**src/hw/rtl/npps_pkg.sv**
```systemverilog
// Shared types and constants for the non-preemptive priority scheduler.
// No dependencies; used by every RTL file of the block.
`timescale 1ns / 1ps

package npps_pkg;

    localparam int MAX_PROCS_DEF = 32;

    localparam int ARR_W   = 16;
    localparam int BURST_W = 16;
    localparam int PRIO_W  = 8;
    localparam int TIME_W  = 22;
    localparam int SUM_W   = 27;
    localparam int PNUM_W  = 6;

    localparam logic [TIME_W-1:0] TIME_MAX = {TIME_W{1'b1}};
    localparam logic [SUM_W-1:0]  SUM_MAX  = {SUM_W{1'b1}};

    // Input beat: arrival, burst, priority from the lowest bit up.
    localparam int S_DATA_W = ARR_W + BURST_W + PRIO_W;

    // Result beat field offsets.
    localparam int PNUM_LSB = 0;
    localparam int COMP_LSB = PNUM_LSB + PNUM_W;
    localparam int TURN_LSB = COMP_LSB + TIME_W;
    localparam int WAIT_LSB = TURN_LSB + TIME_W;
    localparam int SUMW_LSB = WAIT_LSB + TIME_W;
    localparam int SUMT_LSB = SUMW_LSB + SUM_W;
    localparam int M_USED_W = SUMT_LSB + SUM_W;
    localparam int M_DATA_W = ((M_USED_W + 7) / 8) * 8;

    // One process record as held in a ring cell.
    typedef struct packed {
        logic               valid;
        logic               done;
        logic [ARR_W-1:0]   arrival;
        logic [BURST_W-1:0] burst;
        logic [PRIO_W-1:0]  prio;
        logic [TIME_W-1:0]  comp;
    } rec_t;

    typedef struct packed {
        logic scan_en;
        logic pass_last;
        logic clear;
    } pick_ctl_t;

    typedef struct packed {
        logic emit_en;
        logic is_last;
    } rpt_ctl_t;

    typedef enum logic [1:0] {
        ST_LOAD,
        ST_SCAN,
        ST_EMIT
    } state_t;

endpackage

```
**src/hw/rtl/npps_cell.sv**
```systemverilog
// One ring cell: holds a single process record and passes it to its neighbor.
// Depends on npps_pkg.
`timescale 1ns / 1ps

module npps_cell (
    input  logic           aclk,
    input  logic           aresetn,
    input  logic           clear,
    input  logic           load_en,
    input  logic           shift_en,
    input  npps_pkg::rec_t load_rec,
    input  npps_pkg::rec_t shift_rec,
    output npps_pkg::rec_t rec
);

    logic valid_reg;
    logic done_reg;
    logic [npps_pkg::ARR_W-1:0]   arrival_reg;
    logic [npps_pkg::BURST_W-1:0] burst_reg;
    logic [npps_pkg::PRIO_W-1:0]  prio_reg;
    logic [npps_pkg::TIME_W-1:0]  comp_reg;

    always_ff @(posedge aclk) begin
        if (!aresetn || clear) begin
            valid_reg <= 1'b0;
            done_reg  <= 1'b0;
        end else if (load_en) begin
            valid_reg <= 1'b1;
            done_reg  <= 1'b0;
        end else if (shift_en) begin
            valid_reg <= shift_rec.valid;
            done_reg  <= shift_rec.done;
        end
    end

    always_ff @(posedge aclk) begin
        if (load_en) begin
            arrival_reg <= load_rec.arrival;
            burst_reg   <= load_rec.burst;
            prio_reg    <= load_rec.prio;
            comp_reg    <= load_rec.comp;
        end else if (shift_en) begin
            arrival_reg <= shift_rec.arrival;
            burst_reg   <= shift_rec.burst;
            prio_reg    <= shift_rec.prio;
            comp_reg    <= shift_rec.comp;
        end
    end

    assign rec = '{valid: valid_reg, done: done_reg, arrival: arrival_reg,
                   burst: burst_reg, prio: prio_reg, comp: comp_reg};

endmodule

```
**src/hw/rtl/npps_pick.sv**
```systemverilog
// Head unit of the ring: applies the last pick's completion and scans for the next one.
// Depends on npps_pkg.
`timescale 1ns / 1ps

module npps_pick #(
    parameter int MAX_PROCS = npps_pkg::MAX_PROCS_DEF
) (
    input  logic                  aclk,
    input  logic                  aresetn,
    input  npps_pkg::pick_ctl_t   ctl,
    input  logic [(MAX_PROCS > 1 ? $clog2(MAX_PROCS) : 1)-1:0] pos,
    input  npps_pkg::rec_t        head,
    output npps_pkg::rec_t        fixed,
    output logic                  picked
);

    localparam int IDX_W = (MAX_PROCS > 1) ? $clog2(MAX_PROCS) : 1;
    localparam int TIME_W = npps_pkg::TIME_W;

    logic [TIME_W-1:0] clock_reg;
    logic found_reg;
    logic any_reg;
    logic [npps_pkg::PRIO_W-1:0]  bprio_reg;
    logic [npps_pkg::ARR_W-1:0]   barr_reg;
    logic [npps_pkg::BURST_W-1:0] bburst_reg;
    logic [IDX_W-1:0]             bpos_reg;
    logic [npps_pkg::ARR_W-1:0]   min_reg;
    logic             upd_valid_reg;
    logic [IDX_W-1:0] upd_pos_reg;
    logic [TIME_W-1:0] upd_comp_reg;

    logic eligible, take, unfin, mtake, nfound, nany;
    logic [npps_pkg::PRIO_W-1:0]  nprio;
    logic [npps_pkg::ARR_W-1:0]   narr;
    logic [npps_pkg::BURST_W-1:0] nburst;
    logic [IDX_W-1:0]             npos;
    logic [npps_pkg::ARR_W-1:0]   nmin;
    logic [TIME_W:0]   run_sum;
    logic [TIME_W-1:0] run_end;

    // Mark the previous pick done as it passes the head.
    always_comb begin
        fixed = head;
        if (upd_valid_reg && (pos == upd_pos_reg)) begin
            fixed.done = 1'b1;
            fixed.comp = upd_comp_reg;
        end
    end

    always_comb begin
        eligible = fixed.valid && !fixed.done && (TIME_W'(fixed.arrival) <= clock_reg);
        take = eligible && (!found_reg || (fixed.prio < bprio_reg) ||
               ((fixed.prio == bprio_reg) && (fixed.arrival < barr_reg)));
        nfound = found_reg || take;
        nprio  = take ? fixed.prio    : bprio_reg;
        narr   = take ? fixed.arrival : barr_reg;
        nburst = take ? fixed.burst   : bburst_reg;
        npos   = take ? pos           : bpos_reg;

        unfin = fixed.valid && !fixed.done;
        mtake = unfin && (!any_reg || (fixed.arrival < min_reg));
        nany  = any_reg || mtake;
        nmin  = mtake ? fixed.arrival : min_reg;

        run_sum = {1'b0, clock_reg} + (TIME_W+1)'(nburst);
        run_end = run_sum[TIME_W] ? npps_pkg::TIME_MAX : run_sum[TIME_W-1:0];
    end

    assign picked = ctl.scan_en && ctl.pass_last && nfound;

    always_ff @(posedge aclk) begin
        if (!aresetn || ctl.clear) begin
            clock_reg     <= '0;
            found_reg     <= 1'b0;
            any_reg       <= 1'b0;
            upd_valid_reg <= 1'b0;
        end else if (ctl.scan_en) begin
            if (ctl.pass_last) begin
                found_reg <= 1'b0;
                any_reg   <= 1'b0;
                if (nfound) begin
                    clock_reg     <= run_end;
                    upd_valid_reg <= 1'b1;
                end else begin
                    // Idle gap: jump to the earliest pending arrival.
                    clock_reg <= TIME_W'(nmin);
                end
            end else begin
                found_reg <= nfound;
                any_reg   <= nany;
            end
        end
    end

    always_ff @(posedge aclk) begin
        if (ctl.scan_en) begin
            bprio_reg  <= nprio;
            barr_reg   <= narr;
            bburst_reg <= nburst;
            bpos_reg   <= npos;
            min_reg    <= nmin;
            if (ctl.pass_last && nfound) begin
                upd_pos_reg  <= npos;
                upd_comp_reg <= run_end;
            end
        end
    end

endmodule

```
**src/hw/rtl/npps_report.sv**
```systemverilog
// Result stage: turnaround, waiting and running sums, held in the output register.
// Depends on npps_pkg.
`timescale 1ns / 1ps

module npps_report #(
    parameter int MAX_PROCS = npps_pkg::MAX_PROCS_DEF
) (
    input  logic                 aclk,
    input  logic                 aresetn,
    input  npps_pkg::rpt_ctl_t   ctl,
    input  logic [(MAX_PROCS > 1 ? $clog2(MAX_PROCS) : 1)-1:0] pos,
    input  npps_pkg::rec_t       rec,
    output logic                 free,
    output logic                 m_tvalid,
    input  logic                 m_tready,
    output logic [npps_pkg::M_DATA_W-1:0] m_tdata,
    output logic                 m_tlast
);

    localparam int TIME_W = npps_pkg::TIME_W;
    localparam int SUM_W  = npps_pkg::SUM_W;

    logic m_tvalid_reg;
    logic m_tlast_reg;
    logic [npps_pkg::M_DATA_W-1:0] m_tdata_reg;
    logic [SUM_W-1:0] sumw_reg, sumt_reg;

    logic [TIME_W-1:0] turn, wait_t, burst_x;
    logic [SUM_W:0]    sw_raw, st_raw;
    logic [SUM_W-1:0]  sw_sat, st_sat;
    logic [npps_pkg::PNUM_W-1:0] pnum;
    logic [npps_pkg::M_DATA_W-1:0] m_tdata_next;

    always_comb begin
        burst_x = TIME_W'(rec.burst);
        turn    = rec.comp - TIME_W'(rec.arrival);
        wait_t  = (turn >= burst_x) ? (turn - burst_x) : '0;
        sw_raw  = {1'b0, sumw_reg} + (SUM_W+1)'(wait_t);
        st_raw  = {1'b0, sumt_reg} + (SUM_W+1)'(turn);
        sw_sat  = sw_raw[SUM_W] ? npps_pkg::SUM_MAX : sw_raw[SUM_W-1:0];
        st_sat  = st_raw[SUM_W] ? npps_pkg::SUM_MAX : st_raw[SUM_W-1:0];
        pnum    = npps_pkg::PNUM_W'({1'b0, pos} + 1'b1);

        m_tdata_next = '0;
        m_tdata_next[npps_pkg::PNUM_LSB +: npps_pkg::PNUM_W] = pnum;
        m_tdata_next[npps_pkg::COMP_LSB +: TIME_W] = rec.comp;
        m_tdata_next[npps_pkg::TURN_LSB +: TIME_W] = turn;
        m_tdata_next[npps_pkg::WAIT_LSB +: TIME_W] = wait_t;
        m_tdata_next[npps_pkg::SUMW_LSB +: SUM_W]  = ctl.is_last ? sw_sat : '0;
        m_tdata_next[npps_pkg::SUMT_LSB +: SUM_W]  = ctl.is_last ? st_sat : '0;
    end

    assign free = !m_tvalid_reg || m_tready;

    always_ff @(posedge aclk) begin
        if (!aresetn) begin
            m_tvalid_reg <= 1'b0;
            sumw_reg     <= '0;
            sumt_reg     <= '0;
        end else if (ctl.emit_en) begin
            m_tvalid_reg <= 1'b1;
            sumw_reg     <= ctl.is_last ? '0 : sw_sat;
            sumt_reg     <= ctl.is_last ? '0 : st_sat;
        end else if (m_tready) begin
            m_tvalid_reg <= 1'b0;
        end
    end

    always_ff @(posedge aclk) begin
        if (ctl.emit_en) begin
            m_tdata_reg <= m_tdata_next;
            m_tlast_reg <= ctl.is_last;
        end
    end

    assign m_tvalid = m_tvalid_reg;
    assign m_tdata  = m_tdata_reg;
    assign m_tlast  = m_tlast_reg;

endmodule

```
**src/hw/rtl/nonpreemptive_priority_scheduler.sv**
```systemverilog
// Non-preemptive priority scheduler. Load one process per input beat (arrival, burst,
// priority); the beat with tlast set, or the one that fills all MAX_PROCS slots, starts
// the schedule. Processes sit in a ring of MAX_PROCS cells; while scanning it rotates
// one place per cycle past a single compare unit at its head, so every scan pass sees
// each cell once. Each pass picks the arrived, unfinished process with the lowest
// priority value (ties: earlier arrival, then lower load position) and runs it to the
// end; a pass that finds nothing arrived moves the clock to the earliest pending arrival
// and is followed by another pass. A run of N processes therefore takes N to 2N passes.
// Results come out in load order, one beat per process, with the waiting and
// turnaround sums on the tlast beat only. The input is not ready from the start of
// scheduling until the final result is in the output register; it is ready again while
// that beat waits. Times saturate at 2^22-1, sums at 2^27-1.
// Depends on npps_pkg, npps_cell, npps_pick and npps_report.
`timescale 1ns / 1ps

module nonpreemptive_priority_scheduler #(
    parameter int MAX_PROCS = npps_pkg::MAX_PROCS_DEF
) (
    input  logic aclk,
    input  logic aresetn,
    // arrival_time [15:0], burst_time [31:16], prio_level [39:32]
    input  logic [npps_pkg::S_DATA_W-1:0] s_tdata,
    input  logic s_tlast,
    input  logic s_tvalid,
    output logic s_tready,
    // process_number [5:0], completion_time [27:6], turnaround_time [49:28],
    // waiting_time [71:50], sum_waiting [98:72], sum_turnaround [125:99], zero fill
    output logic [npps_pkg::M_DATA_W-1:0] m_tdata,
    output logic m_tlast,
    output logic m_tvalid,
    input  logic m_tready
);

    localparam int IDX_W = (MAX_PROCS > 1) ? $clog2(MAX_PROCS) : 1;
    localparam int CNT_W = $clog2(MAX_PROCS + 1);

    npps_pkg::state_t state_reg, state_next;

    logic [CNT_W-1:0] count_reg;
    logic [CNT_W-1:0] finished_reg;
    logic [IDX_W-1:0] pos_reg;
    logic [IDX_W-1:0] pos_next;

    logic load_acc, load_start, pass_last, is_last, rpt_free, picked;
    logic scan_en, emit_en, run_clear, shift_en;
    logic [CNT_W-1:0] count_inc;

    npps_pkg::rec_t cell_rec [MAX_PROCS];
    npps_pkg::rec_t load_rec;
    npps_pkg::rec_t fixed;
    npps_pkg::pick_ctl_t pick_ctl;
    npps_pkg::rpt_ctl_t  rpt_ctl;

    // ------------------------------------------------------------------
    // Handshake and sequencing conditions
    // ------------------------------------------------------------------
    assign load_acc   = s_tvalid && s_tready;
    assign count_inc  = count_reg + CNT_W'(1);
    assign load_start = s_tlast || (count_inc == CNT_W'(MAX_PROCS));
    assign pass_last  = (pos_reg == IDX_W'(MAX_PROCS - 1));
    assign is_last    = ((CNT_W'(pos_reg) + CNT_W'(1)) == count_reg);
    assign pos_next   = pass_last ? '0 : pos_reg + IDX_W'(1);

    // Next state
    always_comb begin
        state_next = state_reg;
        unique case (state_reg)
            npps_pkg::ST_LOAD: begin
                if (s_tvalid && load_start) state_next = npps_pkg::ST_SCAN;
            end
            npps_pkg::ST_SCAN: begin
                // Last pick of the run: results follow.
                if (picked && ((finished_reg + CNT_W'(1)) == count_reg)) begin
                    state_next = npps_pkg::ST_EMIT;
                end
            end
            npps_pkg::ST_EMIT: begin
                if (rpt_free && is_last) state_next = npps_pkg::ST_LOAD;
            end
            default: state_next = npps_pkg::ST_LOAD;
        endcase
    end

    // State outputs
    always_comb begin
        s_tready = 1'b0;
        scan_en  = 1'b0;
        emit_en  = 1'b0;
        unique case (state_reg)
            npps_pkg::ST_LOAD: s_tready = 1'b1;
            npps_pkg::ST_SCAN: scan_en  = 1'b1;
            npps_pkg::ST_EMIT: emit_en  = rpt_free;
            default: ;
        endcase
    end

    // Drop the whole run once its final result is in the output register.
    assign run_clear = emit_en && is_last;
    assign shift_en  = scan_en || emit_en;

    always_ff @(posedge aclk) begin
        if (!aresetn) begin
            state_reg    <= npps_pkg::ST_LOAD;
            count_reg    <= '0;
            finished_reg <= '0;
            pos_reg      <= '0;
        end else begin
            state_reg <= state_next;
            if (run_clear) begin
                count_reg    <= '0;
                finished_reg <= '0;
                pos_reg      <= '0;
            end else begin
                if (load_acc) count_reg <= count_inc;
                if (picked) finished_reg <= finished_reg + CNT_W'(1);
                if (shift_en) pos_reg <= pos_next;
            end
        end
    end

    // ------------------------------------------------------------------
    // Ring of process cells; cell 0 is the head, the head unit feeds the tail
    // ------------------------------------------------------------------
    assign load_rec = '{valid: 1'b1, done: 1'b0,
                        arrival: s_tdata[npps_pkg::ARR_W-1:0],
                        burst: s_tdata[npps_pkg::ARR_W +: npps_pkg::BURST_W],
                        prio: s_tdata[npps_pkg::ARR_W + npps_pkg::BURST_W +: npps_pkg::PRIO_W],
                        comp: '0};

    for (genvar i = 0; i < MAX_PROCS; i++) begin : g_cell
        npps_pkg::rec_t shift_in;
        if (i == MAX_PROCS - 1) begin : g_tail
            assign shift_in = fixed;
        end else begin : g_body
            assign shift_in = cell_rec[i+1];
        end

        npps_cell u_cell (
            .aclk      (aclk),
            .aresetn   (aresetn),
            .clear     (run_clear),
            .load_en   (load_acc && (count_reg == CNT_W'(i))),
            .shift_en  (shift_en),
            .load_rec  (load_rec),
            .shift_rec (shift_in),
            .rec       (cell_rec[i])
        );
    end

    // ------------------------------------------------------------------
    // Head compare unit and result stage
    // ------------------------------------------------------------------
    assign pick_ctl = '{scan_en: scan_en, pass_last: pass_last, clear: run_clear};

    npps_pick #(
        .MAX_PROCS (MAX_PROCS)
    ) u_pick (
        .aclk    (aclk),
        .aresetn (aresetn),
        .ctl     (pick_ctl),
        .pos     (pos_reg),
        .head    (cell_rec[0]),
        .fixed   (fixed),
        .picked  (picked)
    );

    assign rpt_ctl = '{emit_en: emit_en, is_last: is_last};

    npps_report #(
        .MAX_PROCS (MAX_PROCS)
    ) u_report (
        .aclk     (aclk),
        .aresetn  (aresetn),
        .ctl      (rpt_ctl),
        .pos      (pos_reg),
        .rec      (fixed),
        .free     (rpt_free),
        .m_tvalid (m_tvalid),
        .m_tready (m_tready),
        .m_tdata  (m_tdata),
        .m_tlast  (m_tlast)
    );

endmodule

```
**config.mk**
```make
export PLATFORM = sky130hd
export DESIGN_NAME = nonpreemptive_priority_scheduler
export DESIGN_NICKNAME = d
export VERILOG_FILES = /design/src/hw/rtl/npps_pkg.sv /design/src/hw/rtl/npps_cell.sv /design/src/hw/rtl/npps_pick.sv /design/src/hw/rtl/npps_report.sv /design/src/hw/rtl/nonpreemptive_priority_scheduler.sv
export SDC_FILE = /design/constraint.sdc
export NUM_CORES = 2
export LEC_CHECK = 0
export BUFFER_PORTS_ARGS = -buffer_cell sky130_fd_sc_hd__buf_2
export CAP_MARGIN = 20
export CORE_ASPECT_RATIO = 0.7
export CORE_UTILIZATION = 62
export CTS_CLUSTER_DIAMETER = 50
export DETAILED_ROUTE_END_ITERATION = 10
export PLACE_DENSITY = 0.77
export SYNTH_ARGS = -nofsm -noshare
export SYNTH_HDL_FRONTEND = slang
export SYNTH_SLANG_ARGS = --single-unit
```
**constraint.sdc**
```tcl
create_clock -name aclk -period 18.2 [get_ports aclk]
set_input_delay 0 -clock aclk [delete_from_list [all_inputs] [get_ports aclk]]
set_output_delay 0 -clock aclk [all_outputs]
set_load 0.1 [all_outputs]
```
==> impl_metrics.yaml <==
route:
  via_count: 75419
  viasPerCell: 5.886
  wl_per_cell_um: 21.93
  wl_mm: 281.0
  drtIter0Drc: 9096
  firstDrtPassIters: 7
  ant_nets: 0
  drc: 0
cts:
  cts_tree: "yes"
  h-tree-depth: 4
  cts_sinks: 2362
  clk_pin_slew_worst_paths_ns: 0.07
  clk-insertion-delay-late_ns: 0.88
  numCtsBuffers: 212
  cts_root_buf: "clkbuf_16"
  cts_setup_buffers: 0
  clockBufferDepth: 3
global_routing:
  grt.overflow.total: 0
  track_usage_pct: 34.69
  grt_max_degree: 231
  first_global_vias: 72146
  antenna_found_initial: 17
  grt_pass1_wl_mm: 426.5
power:
  p_clk_share_pct: 38.3
  internal-power_uw: 9126
  combPwrFrac_pct: 9.6
  power_density_nw_per_um2: 111.7
  p_sw_uw: 3032
  switching_share_pct: 24.94
  ir_worst_vdd_uv: 95.05
  leakagePower_uw: 0.04427
  pwr-share-seq_pct: 52.1
setup_path:
  worstSetupPathType: "reg -> reg"
  end_kind: "flip-flop"
  critPathTopFamily: "compound AO/OA/AOI/OAI gates"
  slowest_delay_ns: 0.70
  cp.buffers_inverters: 2
  crit_path_top_delay_cell: "a2111oi_0"
  path_common_cell: "a21oi_1"
  ff2ff_path_depth: 39
  crit_required_ns: 18.79
  startpoint_type: "flip-flop"
  crit_arrival_ns: 11.32
  cp.depth: 39
  crit_fanout: 27
timing:
  min_period_ns: 10.73
  finalClockSkew_ns: 0.04185
  hold_viol: 0
  max_slew_margin_pct: 17.75
  tightest_slew_ns: 1.234
  final_max_slew_viol_count: 0
  max_freq_ghz: 0.09320
  setup_viol: 0
  rsz0062_at_grt: "no"
  period_share_pct: 58.95
  tns_ns: 0
hold_path:
  min_path_cells: 4
  hp-class: "in -> reg"
synth:
  async_flop_share_pct: 0
  syn_area_per_cell_um2: 9.293
  ys_warn_count: 0
  seq_area_frac_synth_pct: 63.01
  synthCells: 10630
  ys_ff_latch: 2362
  synth_edf_count: 1495
  yosysUniqueCellTypes: 85
  synth_area_um2: 98790
  synth-main-ff-cell: "edfxtp_1"
finish:
  area_delta_synth_final_pct: 10.14
  largest_reg_flops: 704
  nets: 10716
  fillers: 11834
  utilization_pct: 68.80
  drive_gt1_share_pct: 7.121
run_status:
  outcome: "finished, final reports clean"
die:
  io_pins: 176
  die_w_um: 479.1
  die_h_um: 336.0
  num_rows: 122
  initial_core_util_pct: 62.47
  core-area_um2: 158100
  dieArea_um2: 161000
place:
  place.gp.congestion: 0.9606
  place_hpwl_mm: 178.5
  portBuffers: 173
run:
  cap_violations: 0
## cell families (layout without fill, tap and decap cells)
logic type	after synthesis	count (layout)	share of synthesized area [%]
other	1	8	0.003796
and+or+nand+nor	5858	5858	22.86
adders and majority gates	159	159	2.048
buffers and inverters	830	899	3.184
DFF	2362	2362	63.01
xor gates and xnor gates	117	117	1.052
muxes	97	97	1.037
AOI/OAI and AO/OA	1206	1206	6.799
## timing repair
item,4_1_cts,5_1_grt
hold buffers,45,0
endpoints found under the hold margin,1198,0
resized for setup,0,0
## layer usage
layer / global-route usage, % / wire, um / vias to the layer above / part of all wire [%]
met2: 52.69 / 125400 / 3931 / 45
met4: 11.56 / 9092 / 12 / 3.2
met3: 11.63 / 35480 / 640 / 13
li1: - / - / 34637 / -
met1: 46.90 / 111000 / 36199 / 39
met5: 0 / 71 / - / 0.025
## synthesized netlist by cell type, drive strengths merged, types with 9 or more instances
cell / number / area, um2
a211oi: 18 / 145.1
a21o: 52 / 390.4
a21oi: 852 / 4268
a221o: 16 / 160.2
a31oi: 48 / 300.3
and2: 16 / 100.1
and3: 16 / 100.1
buf: 39 / 176.4
clkbuf: 651 / 2444
dfxtp: 867 / 17360
edfxtp: 1495 / 44890
ha: 152 / 1902
inv: 140 / 525.5
mux2: 40 / 450.4
mux2i: 57 / 574.3
nand2: 5363 / 20130
nand2b: 21 / 131.4
nand3: 69 / 345.3
nand4: 15 / 108.9
nor2: 231 / 883.4
nor2b: 19 / 118.9
nor3: 63 / 320.3
nor3b: 9 / 82.58
o21a: 11 / 82.58
o21ai: 122 / 610.6
o21bai: 13 / 97.59
xnor2: 74 / 663.1
xor2: 43 / 376.6
## power by group through the flow
stage / combinational [uW] / sequential, uW / clock [uW]
after floorplan: 783 / 6380 / 0
after global placement: 1110 / 6430 / 0
after detailed placement: 1130 / 6440 / 0
after CTS: 1150 / 6330 / 4680
after global routing: 1280 / 6370 / 4890
final: 1160 / 6330 / 4660
## worst reg2reg max path, delay by kind of cell (launching register included)
kind | cells | cell delay (ns)
AOI/OAI and AO/OA | 19 | 4.92
xor gates and xnor gates | 2 | 0.41
adders and majority gates | 4 | 1.37
buffers and inverters | 2 | 0.35
DFF | 1 | 0.55
muxes | 1 | 0.44
and+or+nand+nor | 11 | 2.44
## area by class of cell
| class | instances | area, um2 | area share (%) |
|---|---|---|---|
| antenna | 6 | 15.01 | 0.01380 |
| clock buffer | 316 | 6381 | 5.865 |
| clock inverter | 84 | 865.8 | 0.7957 |
| inverter | 140 | 530.5 | 0.4876 |
| multi-input combinational | 7439 | 33680 | 30.96 |
| sequential | 2362 | 62250 | 57.21 |
| tap | 2108 | 2638 | 2.424 |
| timing repair buffer | 359 | 2445 | 2.247 |
## per-stage QoR
stage          cells  setup WS (ns)  hold WS [ns]  area, um2  total power, uW
2_1_floorplan  10631          9.422        0.1459      98790             7158
3_3_place_gp   12362          7.904        0.3076     101100             7544
3_5_place_dp   12362          7.675        0.3173     101100             7577
4_1_cts        12807          7.637      0.008560     108800            12160
5_1_grt        12810          6.752       0.06372     108800            12530
6_report       12814          7.471       0.07501     108800            12160
## layout by cell type, fill, tap and decap left out, types with 32 or more instances in the layout
| cell type | Yosys | layout |
|---|---|---|
| clkbuf_1 | 651 | 44 |
| nor2_1 | 230 | 197 |
| buf_2 | 12 | 173 |
| o21ai_0 | 99 | 98 |
| clkbuf_8 | 0 | 44 |
| inv_1 | 140 | 142 |
| nor2_4 | 0 | 32 |
| clkbuf_16 | 0 | 223 |
| dfxtp_1 | 867 | 867 |
| mux2i_1 | 56 | 56 |
| buf_4 | 2 | 136 |
| a21oi_1 | 851 | 850 |
| edfxtp_1 | 1495 | 1495 |
| a21o_1 | 52 | 52 |
| nand3_1 | 69 | 69 |
| mux2_2 | 40 | 40 |
| dlygate4sd3_1 | 0 | 45 |
| nor3_1 | 62 | 61 |
| a31oi_1 | 48 | 48 |
| xor2_1 | 43 | 43 |
| ha_1 | 152 | 152 |
| nand2_1 | 5362 | 5362 |
| xnor2_1 | 72 | 72 |
| clkinv_2 | 0 | 33 |
## final timing paths
kind	end	slack (ns)	from
hold reg to reg	g_cell[29].u_cell.comp_reg[4]$_SDFFE_PP0P_	0.44	g_cell[30].u_cell.comp_reg[4]$_SDFFE_PP0P_
setup / recovery	u_report.m_tdata[90]$_SDFFCE_PN0P_	7.47	pos_reg[0]$_SDFFE_PP0P_
hold / removal	count_reg[1]$_SDFFE_PP0P_	0.08	s_tvalid
setup reg to reg	u_report.m_tdata[90]$_SDFFCE_PN0P_	7.47	pos_reg[0]$_SDFFE_PP0P_
No activity file was read; power rests on OpenSTA's default activity.
